## src/hw/rtl/abud_pkg.sv

```systemverilog
`timescale 1ns / 1ps

package abud_pkg;

	localparam int MAX_ALPHABET_DEF = 32;
	localparam int CHAR_W           = 8;
	localparam int CNT_W            = 6;   // alphabet size, used count, field bit count
	localparam int LEN_W            = 32;
	localparam int ACC_W            = 5;   // widest code
	localparam int CWID_W           = 3;
	localparam int CFG_REGS         = 4;   // character registers
	localparam int CFG_DATA_W       = 64;
	localparam int CFG_IDX_W        = 3;
	localparam int ALPHA_W          = CFG_REGS * CFG_DATA_W;

	// register indexes
	localparam logic [CFG_IDX_W-1:0] CFG_ALPHABET_SIZE = 3'd0;
	localparam logic [CFG_IDX_W-1:0] CFG_CHARS_0       = 3'd1;
	localparam logic [CFG_IDX_W-1:0] CFG_CHARS_1       = 3'd2;
	localparam logic [CFG_IDX_W-1:0] CFG_CHARS_2       = 3'd3;
	localparam logic [CFG_IDX_W-1:0] CFG_CHARS_3       = 3'd4;

	// length type codes
	localparam logic [1:0] LK_8    = 2'd0;
	localparam logic [1:0] LK_16   = 2'd1;
	localparam logic [1:0] LK_32   = 2'd2;
	localparam logic [1:0] LK_NONE = 2'd3;

	typedef enum logic [2:0] {
		PH_TYPE,
		PH_LEN,
		PH_MASK,
		PH_CODE,
		PH_PAD
	} phase_t;

	typedef enum logic [1:0] {
		ST_IDLE,
		ST_BIT,
		ST_BUILD,
		ST_EMIT
	} ctl_state_t;

	typedef struct packed {
		logic             done;
		logic [CNT_W-1:0] count;
	} build_stat_t;

	function automatic logic [CWID_W-1:0] width_for(input logic [CNT_W-1:0] n);
		logic [CWID_W-1:0] w;
		if (n <= 6'd2) begin
			w = 3'd1;
		end else if (n <= 6'd4) begin
			w = 3'd2;
		end else if (n <= 6'd8) begin
			w = 3'd3;
		end else if (n <= 6'd16) begin
			w = 3'd4;
		end else begin
			w = 3'd5;
		end
		return w;
	endfunction

endpackage

```

## src/hw/rtl/alphabet_bit_unpack_decoder.sv

```systemverilog
// A byte is taken in the idle state; its 8 stream bits are then handled one per cycle,
// pausing for build and emit. Completing the used mask adds one build pass over the
// effective entries. Each decoded character adds an emit state for the table read, held
// while the output stalls. A new byte is taken only in idle; output register decouples sides.
// Reset (arst_n low, asynchronous): parser at length type, config at defaults, output empty.
// The symbol table has no reset and needs no clearing pass.
`timescale 1ns / 1ps

module alphabet_bit_unpack_decoder #(
	parameter int MAX_ALPHABET = abud_pkg::MAX_ALPHABET_DEF
) (
	input  logic                               clk,
	input  logic                               arst_n,
	input  logic                               cfg_we,
	input  logic [abud_pkg::CFG_IDX_W-1:0]     cfg_index,
	input  logic [abud_pkg::CFG_DATA_W-1:0]    cfg_data,
	input  logic                               in_valid,
	output logic                               in_ready,
	input  logic [7:0]                         data_byte,
	output logic                               out_valid,
	input  logic                               out_ready,
	output logic [abud_pkg::CHAR_W-1:0]        out_char,
	output logic                               code_invalid,
	output logic                               last
);
	import abud_pkg::*;

	localparam int AW = $clog2(MAX_ALPHABET);

	// configuration registers
	logic [CNT_W-1:0]      alphabet_size_q;
	logic [CFG_DATA_W-1:0] chars_q [CFG_REGS];

	logic [CNT_W-1:0]        eff_size;
	logic [ALPHA_W-1:0]      alpha;
	logic                    build_start;
	build_stat_t             build_stat;
	logic [MAX_ALPHABET-1:0] used_mask;
	logic                    wr_en, rd_en;
	logic [AW-1:0]           wr_addr, rd_addr;
	logic [CHAR_W-1:0]       wr_data, rd_data;

	always_ff @(posedge clk or negedge arst_n) begin
		if (!arst_n) begin
			alphabet_size_q <= 6'd4;
			for (int i = 0; i < CFG_REGS; i++) begin
				chars_q[i] <= '0;
			end
		end else if (cfg_we) begin
			unique case (cfg_index)
				CFG_ALPHABET_SIZE: alphabet_size_q <= cfg_data[CNT_W-1:0];
				CFG_CHARS_0:       chars_q[0] <= cfg_data;
				CFG_CHARS_1:       chars_q[1] <= cfg_data;
				CFG_CHARS_2:       chars_q[2] <= cfg_data;
				CFG_CHARS_3:       chars_q[3] <= cfg_data;
				default: ;  // unmapped index, write dropped
			endcase
		end
	end

	// zero acts as one entry, oversize clamps to the table depth
	always_comb begin
		if (alphabet_size_q == '0) begin
			eff_size = 6'd1;
		end else if (alphabet_size_q > CNT_W'(MAX_ALPHABET)) begin
			eff_size = CNT_W'(MAX_ALPHABET);
		end else begin
			eff_size = alphabet_size_q;
		end
	end

	// entry 0 in the low byte of the first character register
	assign alpha = {chars_q[3], chars_q[2], chars_q[1], chars_q[0]};

	// bit-serial parser, code decoder and output register
	abud_seq #(
		.MAX_ALPHABET(MAX_ALPHABET)
	) u_seq (
		.clk         (clk),
		.arst_n      (arst_n),
		.in_valid    (in_valid),
		.in_ready    (in_ready),
		.data_byte   (data_byte),
		.out_valid   (out_valid),
		.out_ready   (out_ready),
		.out_char    (out_char),
		.code_invalid(code_invalid),
		.last        (last),
		.eff_size    (eff_size),
		.build_start (build_start),
		.build_stat  (build_stat),
		.used_mask   (used_mask),
		.rd_en       (rd_en),
		.rd_addr     (rd_addr),
		.rd_data     (rd_data)
	);

	// walks the alphabet once per stream to fill the code table
	abud_build #(
		.MAX_ALPHABET(MAX_ALPHABET)
	) u_build (
		.clk      (clk),
		.arst_n   (arst_n),
		.start    (build_start),
		.eff_size (eff_size),
		.used_mask(used_mask),
		.alpha    (alpha),
		.stat     (build_stat),
		.wr_en    (wr_en),
		.wr_addr  (wr_addr),
		.wr_data  (wr_data)
	);

	// code-to-character table, registered read
	abud_symtab #(
		.MAX_ALPHABET(MAX_ALPHABET)
	) u_symtab (
		.clk    (clk),
		.wr_en  (wr_en),
		.wr_addr(wr_addr),
		.wr_data(wr_data),
		.rd_en  (rd_en),
		.rd_addr(rd_addr),
		.rd_data(rd_data)
	);

endmodule

```

## src/hw/rtl/abud_symtab.sv

```systemverilog
`timescale 1ns / 1ps

module abud_symtab #(
	parameter int MAX_ALPHABET = abud_pkg::MAX_ALPHABET_DEF
) (
	input  logic                              clk,
	input  logic                              wr_en,
	input  logic [$clog2(MAX_ALPHABET)-1:0]   wr_addr,
	input  logic [abud_pkg::CHAR_W-1:0]       wr_data,
	input  logic                              rd_en,
	input  logic [$clog2(MAX_ALPHABET)-1:0]   rd_addr,
	output logic [abud_pkg::CHAR_W-1:0]       rd_data
);
	import abud_pkg::*;

	logic [CHAR_W-1:0] mem [MAX_ALPHABET];
	logic [CHAR_W-1:0] rd_data_q;

	always_ff @(posedge clk) begin
		if (wr_en) begin
			mem[wr_addr] <= wr_data;
		end
	end

	always_ff @(posedge clk) begin
		if (rd_en) begin
			rd_data_q <= mem[rd_addr];
		end
	end

	assign rd_data = rd_data_q;

endmodule

```

## src/hw/rtl/abud_build.sv

```systemverilog
`timescale 1ns / 1ps

module abud_build #(
	parameter int MAX_ALPHABET = abud_pkg::MAX_ALPHABET_DEF
) (
	input  logic                              clk,
	input  logic                              arst_n,
	input  logic                              start,
	input  logic [abud_pkg::CNT_W-1:0]        eff_size,
	input  logic [MAX_ALPHABET-1:0]           used_mask,
	input  logic [abud_pkg::ALPHA_W-1:0]      alpha,
	output abud_pkg::build_stat_t             stat,
	output logic                              wr_en,
	output logic [$clog2(MAX_ALPHABET)-1:0]   wr_addr,
	output logic [abud_pkg::CHAR_W-1:0]       wr_data
);
	import abud_pkg::*;

	localparam int AW = $clog2(MAX_ALPHABET);

	logic             busy_q;
	logic [CNT_W-1:0] idx_q;
	logic [CNT_W-1:0] cnt_q;
	logic [CNT_W-1:0] idx_inc;
	logic             hit;

	// one alphabet entry per cycle; used entries are packed into the table
	assign hit     = busy_q && used_mask[idx_q[AW-1:0]];
	assign idx_inc = idx_q + 6'd1;

	assign stat.done  = busy_q && (idx_inc >= eff_size);
	assign stat.count = cnt_q + CNT_W'(hit);

	assign wr_en   = hit;
	assign wr_addr = cnt_q[AW-1:0];
	assign wr_data = alpha[{idx_q[4:0], 3'b000} +: CHAR_W];

	always_ff @(posedge clk or negedge arst_n) begin
		if (!arst_n) begin
			busy_q <= 1'b0;
			idx_q  <= '0;
			cnt_q  <= '0;
		end else if (start) begin
			busy_q <= 1'b1;
			idx_q  <= '0;
			cnt_q  <= '0;
		end else if (busy_q) begin
			busy_q <= !stat.done;
			idx_q  <= idx_inc;
			cnt_q  <= stat.count;
		end
	end

endmodule

```

## src/hw/rtl/abud_seq.sv

```systemverilog
`timescale 1ns / 1ps

module abud_seq #(
	parameter int MAX_ALPHABET = abud_pkg::MAX_ALPHABET_DEF
) (
	input  logic                              clk,
	input  logic                              arst_n,
	input  logic                              in_valid,
	output logic                              in_ready,
	input  logic [7:0]                        data_byte,
	output logic                              out_valid,
	input  logic                              out_ready,
	output logic [abud_pkg::CHAR_W-1:0]       out_char,
	output logic                              code_invalid,
	output logic                              last,
	input  logic [abud_pkg::CNT_W-1:0]        eff_size,
	output logic                              build_start,
	input  abud_pkg::build_stat_t             build_stat,
	output logic [MAX_ALPHABET-1:0]           used_mask,
	output logic                              rd_en,
	output logic [$clog2(MAX_ALPHABET)-1:0]   rd_addr,
	input  logic [abud_pkg::CHAR_W-1:0]       rd_data
);
	import abud_pkg::*;

	localparam int AW = $clog2(MAX_ALPHABET);

	ctl_state_t state_q, state_d;
	phase_t     phase_q, phase_d;

	logic [7:0]              byte_q;
	logic [2:0]              bit_idx_q;
	logic [CNT_W-1:0]        fbc_q, fbc_d, fbc_inc;
	logic [1:0]              lk_q, lk_d;
	logic [LEN_W-1:0]        rem_q, rem_d;
	logic [MAX_ALPHABET-1:0] mask_q, mask_d;
	logic [CNT_W-1:0]        ucount_q, ucount_d;
	logic [CWID_W-1:0]       cwidth_q, cwidth_d;
	logic [ACC_W-1:0]        accum_q, accum_d, code_c;
	logic                    bad_q, bad_d;
	logic                    lastc_q, lastc_d;
	logic [CNT_W-1:0]        need;
	logic                    b;
	logic                    to_build, to_emit, byte_end;
	logic                    out_valid_q, out_free, out_load;
	logic [CHAR_W-1:0]       out_char_q;
	logic                    code_invalid_q, last_q;

	assign b        = byte_q[bit_idx_q];
	assign fbc_inc  = fbc_q + 6'd1;
	assign code_c   = accum_q | (ACC_W'(b) << fbc_q[2:0]);
	assign out_free = !out_valid_q || out_ready;
	assign out_load = (state_q == ST_EMIT) && out_free;

	always_comb begin
		unique case (lk_q)
			LK_8:    need = 6'd8;
			LK_16:   need = 6'd16;
			default: need = 6'd32;
		endcase
	end

	// stream bit datapath
	always_comb begin
		phase_d  = phase_q;
		fbc_d    = fbc_q;
		lk_d     = lk_q;
		rem_d    = rem_q;
		mask_d   = mask_q;
		ucount_d = ucount_q;
		cwidth_d = cwidth_q;
		accum_d  = accum_q;
		bad_d    = bad_q;
		lastc_d  = lastc_q;
		to_build = 1'b0;
		to_emit  = 1'b0;
		if (state_q == ST_BIT) begin
			unique case (phase_q)
				PH_TYPE: begin
					lk_d  = lk_q | (2'(b) << fbc_q[0]);
					fbc_d = fbc_inc;
					if (fbc_inc >= 6'd2) begin
						fbc_d   = '0;
						rem_d   = '0;
						mask_d  = '0;
						phase_d = (lk_d == LK_NONE) ? PH_MASK : PH_LEN;
					end
				end
				PH_LEN: begin
					rem_d = {rem_q[LEN_W-2:0], b};
					fbc_d = fbc_inc;
					if (fbc_inc >= need) begin
						fbc_d   = '0;
						phase_d = PH_MASK;
					end
				end
				PH_MASK: begin
					if (fbc_q < CNT_W'(MAX_ALPHABET)) begin
						mask_d[fbc_q[AW-1:0]] = b;
					end
					fbc_d = fbc_inc;
					if (fbc_inc >= eff_size) begin
						to_build = 1'b1;
					end
				end
				PH_CODE: begin
					accum_d = code_c;
					fbc_d   = fbc_inc;
					if (fbc_inc >= CNT_W'(cwidth_q)) begin
						to_emit = 1'b1;
						bad_d   = {1'b0, code_c} >= ucount_q;
						rem_d   = rem_q - 32'd1;
						lastc_d = (rem_d == '0);
						accum_d = '0;
						fbc_d   = '0;
						if (rem_d == '0) begin
							phase_d = PH_PAD;
						end
					end
				end
				default: ;
			endcase
		end
		if ((state_q == ST_BUILD) && build_stat.done) begin
			ucount_d = build_stat.count;
			cwidth_d = width_for(build_stat.count);
			accum_d  = '0;
			fbc_d    = '0;
			phase_d  = (rem_q == '0) ? PH_PAD : PH_CODE;
		end
		// bit index wraps to zero after bit 7, so zero in a side state means byte done
		byte_end = ((state_q == ST_BIT) && (bit_idx_q == 3'd7) && !to_build && !to_emit) ||
			((state_q == ST_BUILD) && build_stat.done && (bit_idx_q == 3'd0)) ||
			(out_load && (bit_idx_q == 3'd0));
		if (byte_end && (phase_d == PH_PAD)) begin
			phase_d = PH_TYPE;
			fbc_d   = '0;
			lk_d    = '0;
		end
	end

	always_comb begin
		state_d = state_q;
		unique case (state_q)
			ST_IDLE: begin
				if (in_valid) begin
					state_d = ST_BIT;
				end
			end
			ST_BIT: begin
				if (to_build) begin
					state_d = ST_BUILD;
				end else if (to_emit) begin
					state_d = ST_EMIT;
				end else if (byte_end) begin
					state_d = ST_IDLE;
				end
			end
			ST_BUILD: begin
				if (build_stat.done) begin
					state_d = byte_end ? ST_IDLE : ST_BIT;
				end
			end
			ST_EMIT: begin
				if (out_load) begin
					state_d = byte_end ? ST_IDLE : ST_BIT;
				end
			end
			default: state_d = ST_IDLE;
		endcase
	end

	assign in_ready    = (state_q == ST_IDLE);
	assign build_start = to_build;
	assign used_mask   = mask_d;
	assign rd_en       = to_emit;
	assign rd_addr     = code_c[AW-1:0];

	always_ff @(posedge clk or negedge arst_n) begin
		if (!arst_n) begin
			state_q     <= ST_IDLE;
			phase_q     <= PH_TYPE;
			bit_idx_q   <= '0;
			fbc_q       <= '0;
			lk_q        <= '0;
			rem_q       <= '0;
			mask_q      <= '0;
			ucount_q    <= '0;
			cwidth_q    <= 3'd1;
			accum_q     <= '0;
			out_valid_q <= 1'b0;
		end else begin
			state_q  <= state_d;
			phase_q  <= phase_d;
			fbc_q    <= fbc_d;
			lk_q     <= lk_d;
			rem_q    <= rem_d;
			mask_q   <= mask_d;
			ucount_q <= ucount_d;
			cwidth_q <= cwidth_d;
			accum_q  <= accum_d;
			if (state_q == ST_IDLE) begin
				bit_idx_q <= '0;
			end else if (state_q == ST_BIT) begin
				bit_idx_q <= bit_idx_q + 3'd1;
			end
			if (out_load) begin
				out_valid_q <= 1'b1;
			end else if (out_ready) begin
				out_valid_q <= 1'b0;
			end
		end
	end

	always_ff @(posedge clk) begin
		if (in_valid && in_ready) begin
			byte_q <= data_byte;
		end
		bad_q   <= bad_d;
		lastc_q <= lastc_d;
		if (out_load) begin
			out_char_q     <= bad_q ? '0 : rd_data;
			code_invalid_q <= bad_q;
			last_q         <= lastc_q;
		end
	end

	assign out_valid    = out_valid_q;
	assign out_char     = out_char_q;
	assign code_invalid = code_invalid_q;
	assign last         = last_q;

`ifndef ASSERT_OFF
	a_build_in_mask: assert property (@(posedge clk) disable iff (!arst_n)
		(state_q == ST_BUILD) |-> (phase_q == PH_MASK))
		else $error("table build outside mask phase");

	a_code_has_chars: assert property (@(posedge clk) disable iff (!arst_n)
		(phase_q == PH_CODE) |-> (rem_q != '0))
		else $error("code phase with no characters left");

	a_emit_phase: assert property (@(posedge clk) disable iff (!arst_n)
		(state_q == ST_EMIT) |-> ((phase_q == PH_CODE) || (phase_q == PH_PAD)))
		else $error("emit outside code phase");

	a_out_from_emit: assert property (@(posedge clk) disable iff (!arst_n)
		$rose(out_valid_q) |-> $past(state_q == ST_EMIT))
		else $error("output loaded outside emit");
`endif

endmodule
```

## config.mk

```make
export PLATFORM = sky130hd
export DESIGN_NAME = alphabet_bit_unpack_decoder
export DESIGN_NICKNAME = d
export VERILOG_FILES = /design/src/hw/rtl/abud_pkg.sv /design/src/hw/rtl/alphabet_bit_unpack_decoder.sv /design/src/hw/rtl/abud_symtab.sv /design/src/hw/rtl/abud_build.sv /design/src/hw/rtl/abud_seq.sv
export SDC_FILE = /design/constraint.sdc
export NUM_CORES = 1
export LEC_CHECK = 0
export ABC_AREA = 1
export BUFFER_PORTS_ARGS = -buffer_cell sky130_fd_sc_hd__buf_4
export CAP_MARGIN = 20
export CORE_MARGIN = 2
export CORE_UTILIZATION = 50
export DETAILED_ROUTE_END_ITERATION = 7
export MAX_ROUTING_LAYER = met4
export PLACE_DENSITY = 0.62
export SYNTH_ARGS = -nofsm -noshare
export SYNTH_HDL_FRONTEND = slang
export SYNTH_HIERARCHICAL = 1
export SYNTH_SLANG_ARGS = --single-unit
```

## constraint.sdc

```tcl
create_clock -name clk -period 7.8 [get_ports clk]
set_input_delay 1.56 -clock clk [delete_from_list [all_inputs] [get_ports clk]]
set_output_delay 1.56 -clock clk [all_outputs]
set_load 0.01 [all_outputs]
```

==> flow_metrics.py <==
metrics = {
    "worst_setup_path": {
        "path_class": "reg -> reg",
        "cpMostUsedCell": "nand3_1",
        "r2r-start": "u_seq/fbc_q[0]",
        "critical_path_arrival_ns": 6.07,
        "rr_worst_depth": 20,
        "path_cells": "inv_1 -> ha_1 -> nor2_1 -> nand3_1 -> nor2_1 -> inv_1 -> o21ai_2 -> buf_4 -> a21oi_1 -> o22ai_1 -> nand2_1 -> nand3_1 -> nand3_1 -> nand2_1 -> nand2_1 -> nand3_1 -> nand2_1 -> nor2_1 -> nand3_1 -> nor2_1",
        "start_kind": "flip-flop",
        "rr_endpoint": "u_symtab/mem[3][4]",
        "cp_slowest_cell": "o21ai_2",
        "worst_setup_path_end_kind": "flip-flop",
        "rrSetupSlack_ns": 1.97,
        "cpPeakStageDelay_ns": 0.79,
        "cp-startpoint": "u_seq/fbc_q[0]",
        "required_ns": 8.04,
        "endpoint": "u_symtab/mem[3][4]",
        "crit_fanout": 22,
    },
    "pwr": {
        "p_leak_nw": 16.04,
        "power_frac_comb_pct": 8.5,
        "p_int_w": 0.006125,
        "p_per_area_nw_per_um2": 231.6,
        "worst_ir_drop_vdd_uv": 197.0,
        "clkPwrFrac_pct": 41.8,
        "power.switching_w": 0.002026,
        "switching_share_pct": 24.85,
        "pwr-share-seq_pct": 49.7,
    },
    "layout": {
        "fin_area_sq_um": 35200,
        "area_delta_synth_final_pct": 10.09,
        "fillers": 5896,
        "mostFrequentLayoutCells": "nand2_1 (1,358), nand3_1 (541), dfrtp_1 (366), edfxtp_1 (284), inv_1 (247)",
        "layout.cells.most_common": "nand2_1",
        "layout-drive-gt1-share_pct": 7.630,
        "final_nets": 3856,
        "final_cell_count_no_fill": 4648,
    },
    "logic_synthesis": {
        "async_flop_share_pct": 56.57,
        "synth_flop_cell": "dfrtp_1",
        "synth_top_area_share_pct": 28.81,
        "synth_edf_count": 284,
        "ys_ff_latch": 654,
        "synth_area_sq_um": 31970,
        "syn_area_per_cell_sq_um": 8.507,
        "synthCells": 3758,
        "syn_nets": 3874,
        "yosysUniqueCellTypes": 43,
        "seq_area_frac_synth_pct": 55.65,
        "synth_warnings": 6,
        "synthTopCellsByArea": "dfrtp_1 (29%), edfxtp_1 (27%), nand2_1 (16%), nand3_1 (8.5%), inv_1 (2.9%)",
        "yosysTopAreaCell": "dfrtp_1",
    },
    "placed_design": {
        "dp.cells": 4506,
        "routabilityCongestion": 0.9244,
        "place_area_sq_um": 32750,
        "portBuffers": 91,
        "dpl.hpwl_um": 54140,
    },
    "cts": {
        "cts.htree.levels": 3,
        "clk_pin_slew_worst_paths_ns": 0.06,
        "cts_setup_buffers": 0,
        "clock_path_buffers": 3,
        "cts.sinks": 654,
        "cts_tree": "yes",
        "clockRootBuffer": "clkbuf_16",
        "cts_made_buffers": 74,
        "clk_latency_ns": 0.62,
        "cts-resized-gates": 0,
        "postCtsHoldBufs": 0,
    },
    "sta": {
        "min_period_over_period_pct": 74.74,
        "grt_setup_unrepaired": "no",
        "setup_viol": 0,
        "tightest_slew_ns": 1.093,
        "relSlewSlack_pct": 27.15,
        "finClkSkew_ns": 0.02346,
        "slew_violations": 0,
        "hold_violations": 0,
        "fmax_ghz": 0.1715,
        "fin_tns_setup_ns": 0,
        "post-route-min-period_ns": 5.829,
    },
    "global_route": {
        "grt_use_met3_pct": 3.556,
        "grtUsageTotal_pct": 27.72,
        "grt_pass1_wl_um": 139400,
        "overflow": 0,
        "gr-usage-met2_pct": 43.42,
        "grt_use_met1_pct": 37.73,
        "grt.busiest_layer": "met2",
        "grt_pass1_vias": 24310,
        "antenna_found_initial": 1,
        "grt_max_degree": 141,
    },
    "worst_hold_path": {
        "hold_path.class": "reg -> reg",
    },
    "detailed_routing": {
        "finalWirelength_um": 88570,
        "route.detailed.drc": 0,
        "viasPerCell": 5.458,
        "drtIter0Drc": 2139,
        "drt_pass1_iterations": 8,
        "wire_per_inst_um": 19.05,
        "via_count": 25370,
        "ant_nets": 0,
    },
    "floorplan": {
        "die_y_um": 256.9,
        "die_w_um": 256.9,
        "rows": 92,
        "core_area_sq_um": 63200,
        "start_util_pct": 50.59,
        "io_pins": 92,
        "die-area_sq_um": 65980,
    },
    "status": {
        "status": "finished clean",
    },
    "run": {
        "max-cap-violations": 0,
    },
}
-- sequential cells by signal, indices dropped and copies added (netlist names), 2 cells and up --
register,flops
alpha,256
alphabet_size_q,6
u_build/cnt_q,6
u_build/idx_q,6
u_seq/accum_q,5
u_seq/bit_idx_q,3
u_seq/byte_q,8
u_seq/cwidth_q,3
u_seq/fbc_q,6
u_seq/lk_q,2
u_seq/mask_q,32
u_seq/out_char,8
u_seq/phase_q,3
u_seq/rem_q,32
u_seq/state_q,2
u_seq/ucount_q,6
u_symtab/mem,256
u_symtab/rd_data,8
-- power by group through the flow --
stage | Sequential, W | Clock, W | Combinational, W
floorplan | 0.00408 | 0 | 0.000419
global placement | 0.00410 | 0 | 0.000689
detailed placement | 0.00411 | 0 | 0.000700
CTS | 0.00405 | 0.00347 | 0.000701
global route | 0.00408 | 0.00361 | 0.000797
finish | 0.00405 | 0.00341 | 0.000695
-- worst min path at each step --
stage | from | end | slack (ns) | cells after the start
CTS | u_seq/lastc_q | u_seq/last | 0.42 | 0
global route | u_seq/lastc_q | u_seq/last | 0.42 | 0
floorplan | u_seq/lastc_q | u_seq/last | 0.40 | 0
global placement | u_seq/lastc_q | u_seq/last | 0.40 | 0
detailed placement | u_seq/lastc_q | u_seq/last | 0.41 | 0
finish | u_seq/lastc_q | u_seq/last | 0.42 | 0
-- final cells by class --
cell class / count / area (sq um) / share of cell area, %
multi-input combinational: 2621 / 11960 / 33.97
antenna: 1 / 2.502 / 0.007110
clock inverter: 34 / 292.8 / 0.8319
sequential: 654 / 17790 / 50.56
timing repair buffer: 129 / 1018 / 2.894
clock buffer: 103 / 2092 / 5.944
inverter: 260 / 979.7 / 2.784
tap: 846 / 1059 / 3.008
-- critical path, delay by kind of cell (launching register included) --
family	cells	cell delay, ns
and+or+nand+nor	13	2.84
AOI/OAI and AO/OA	3	1.02
buffers and inverters	3	0.62
DFF	1	0.56
adders and majority gates	1	0.39
-- cells in the mapped netlist (7+ instances only) --
library cell  instances
buf_1                 8
buf_2               105
and2_1                9
a21oi_1              42
clkbuf_1             53
buf_6                33
o21ai_1              80
xor2_1               16
o22ai_1              46
inv_2                 8
nand4_1              76
dfrtp_1             368
nor2_2                7
nand2_1            1360
nor2_1              175
buf_4                24
o21ai_0             152
a31oi_1               8
ha_1                 36
a22oi_1              11
nor3_1               10
nand3_1             542
edfxtp_1            284
inv_1               250
-- routing by layer --
metal	vias to the layer above	part of all wire, %
met2	774	47
met5	-	0
met3	148	5.3
li1	12410	-
met4	0	3.0
met1	12040	45
-- per-stage QoR --
step | hold slack [ns] | total power, W | util, % | worst slack, ns
after CTS | 0.4189 | 0.008219 | 55.59 | 2.008
after global placement | 0.4043 | 0.004793 | 51.82 | 2.159
final | 0.4177 | 0.008151 | 55.69 | 1.971
after global routing | 0.4238 | 0.008483 | 55.69 | 1.543
after floorplan | 0.4003 | 0.004498 | - | 3.850
after detailed placement | 0.4062 | 0.004809 | 51.82 | 2.041
-- cell families (layout without fill, tap and decap cells) --
kind of cell               after synthesis  after routing  share of synthesized area (%)
and+or+nand+nor                       2206           2206                          29.16
AOI/OAI and AO/OA                      362            362                          6.156
adders and majority gates               36             36                          1.409
DFF                                    654            654                          55.65
other                                    0              1                              0
xor gates and xnor gates                17             17                         0.4892
buffers and inverters                  483            526                          7.139
Power figures use the tool's default switching activity.
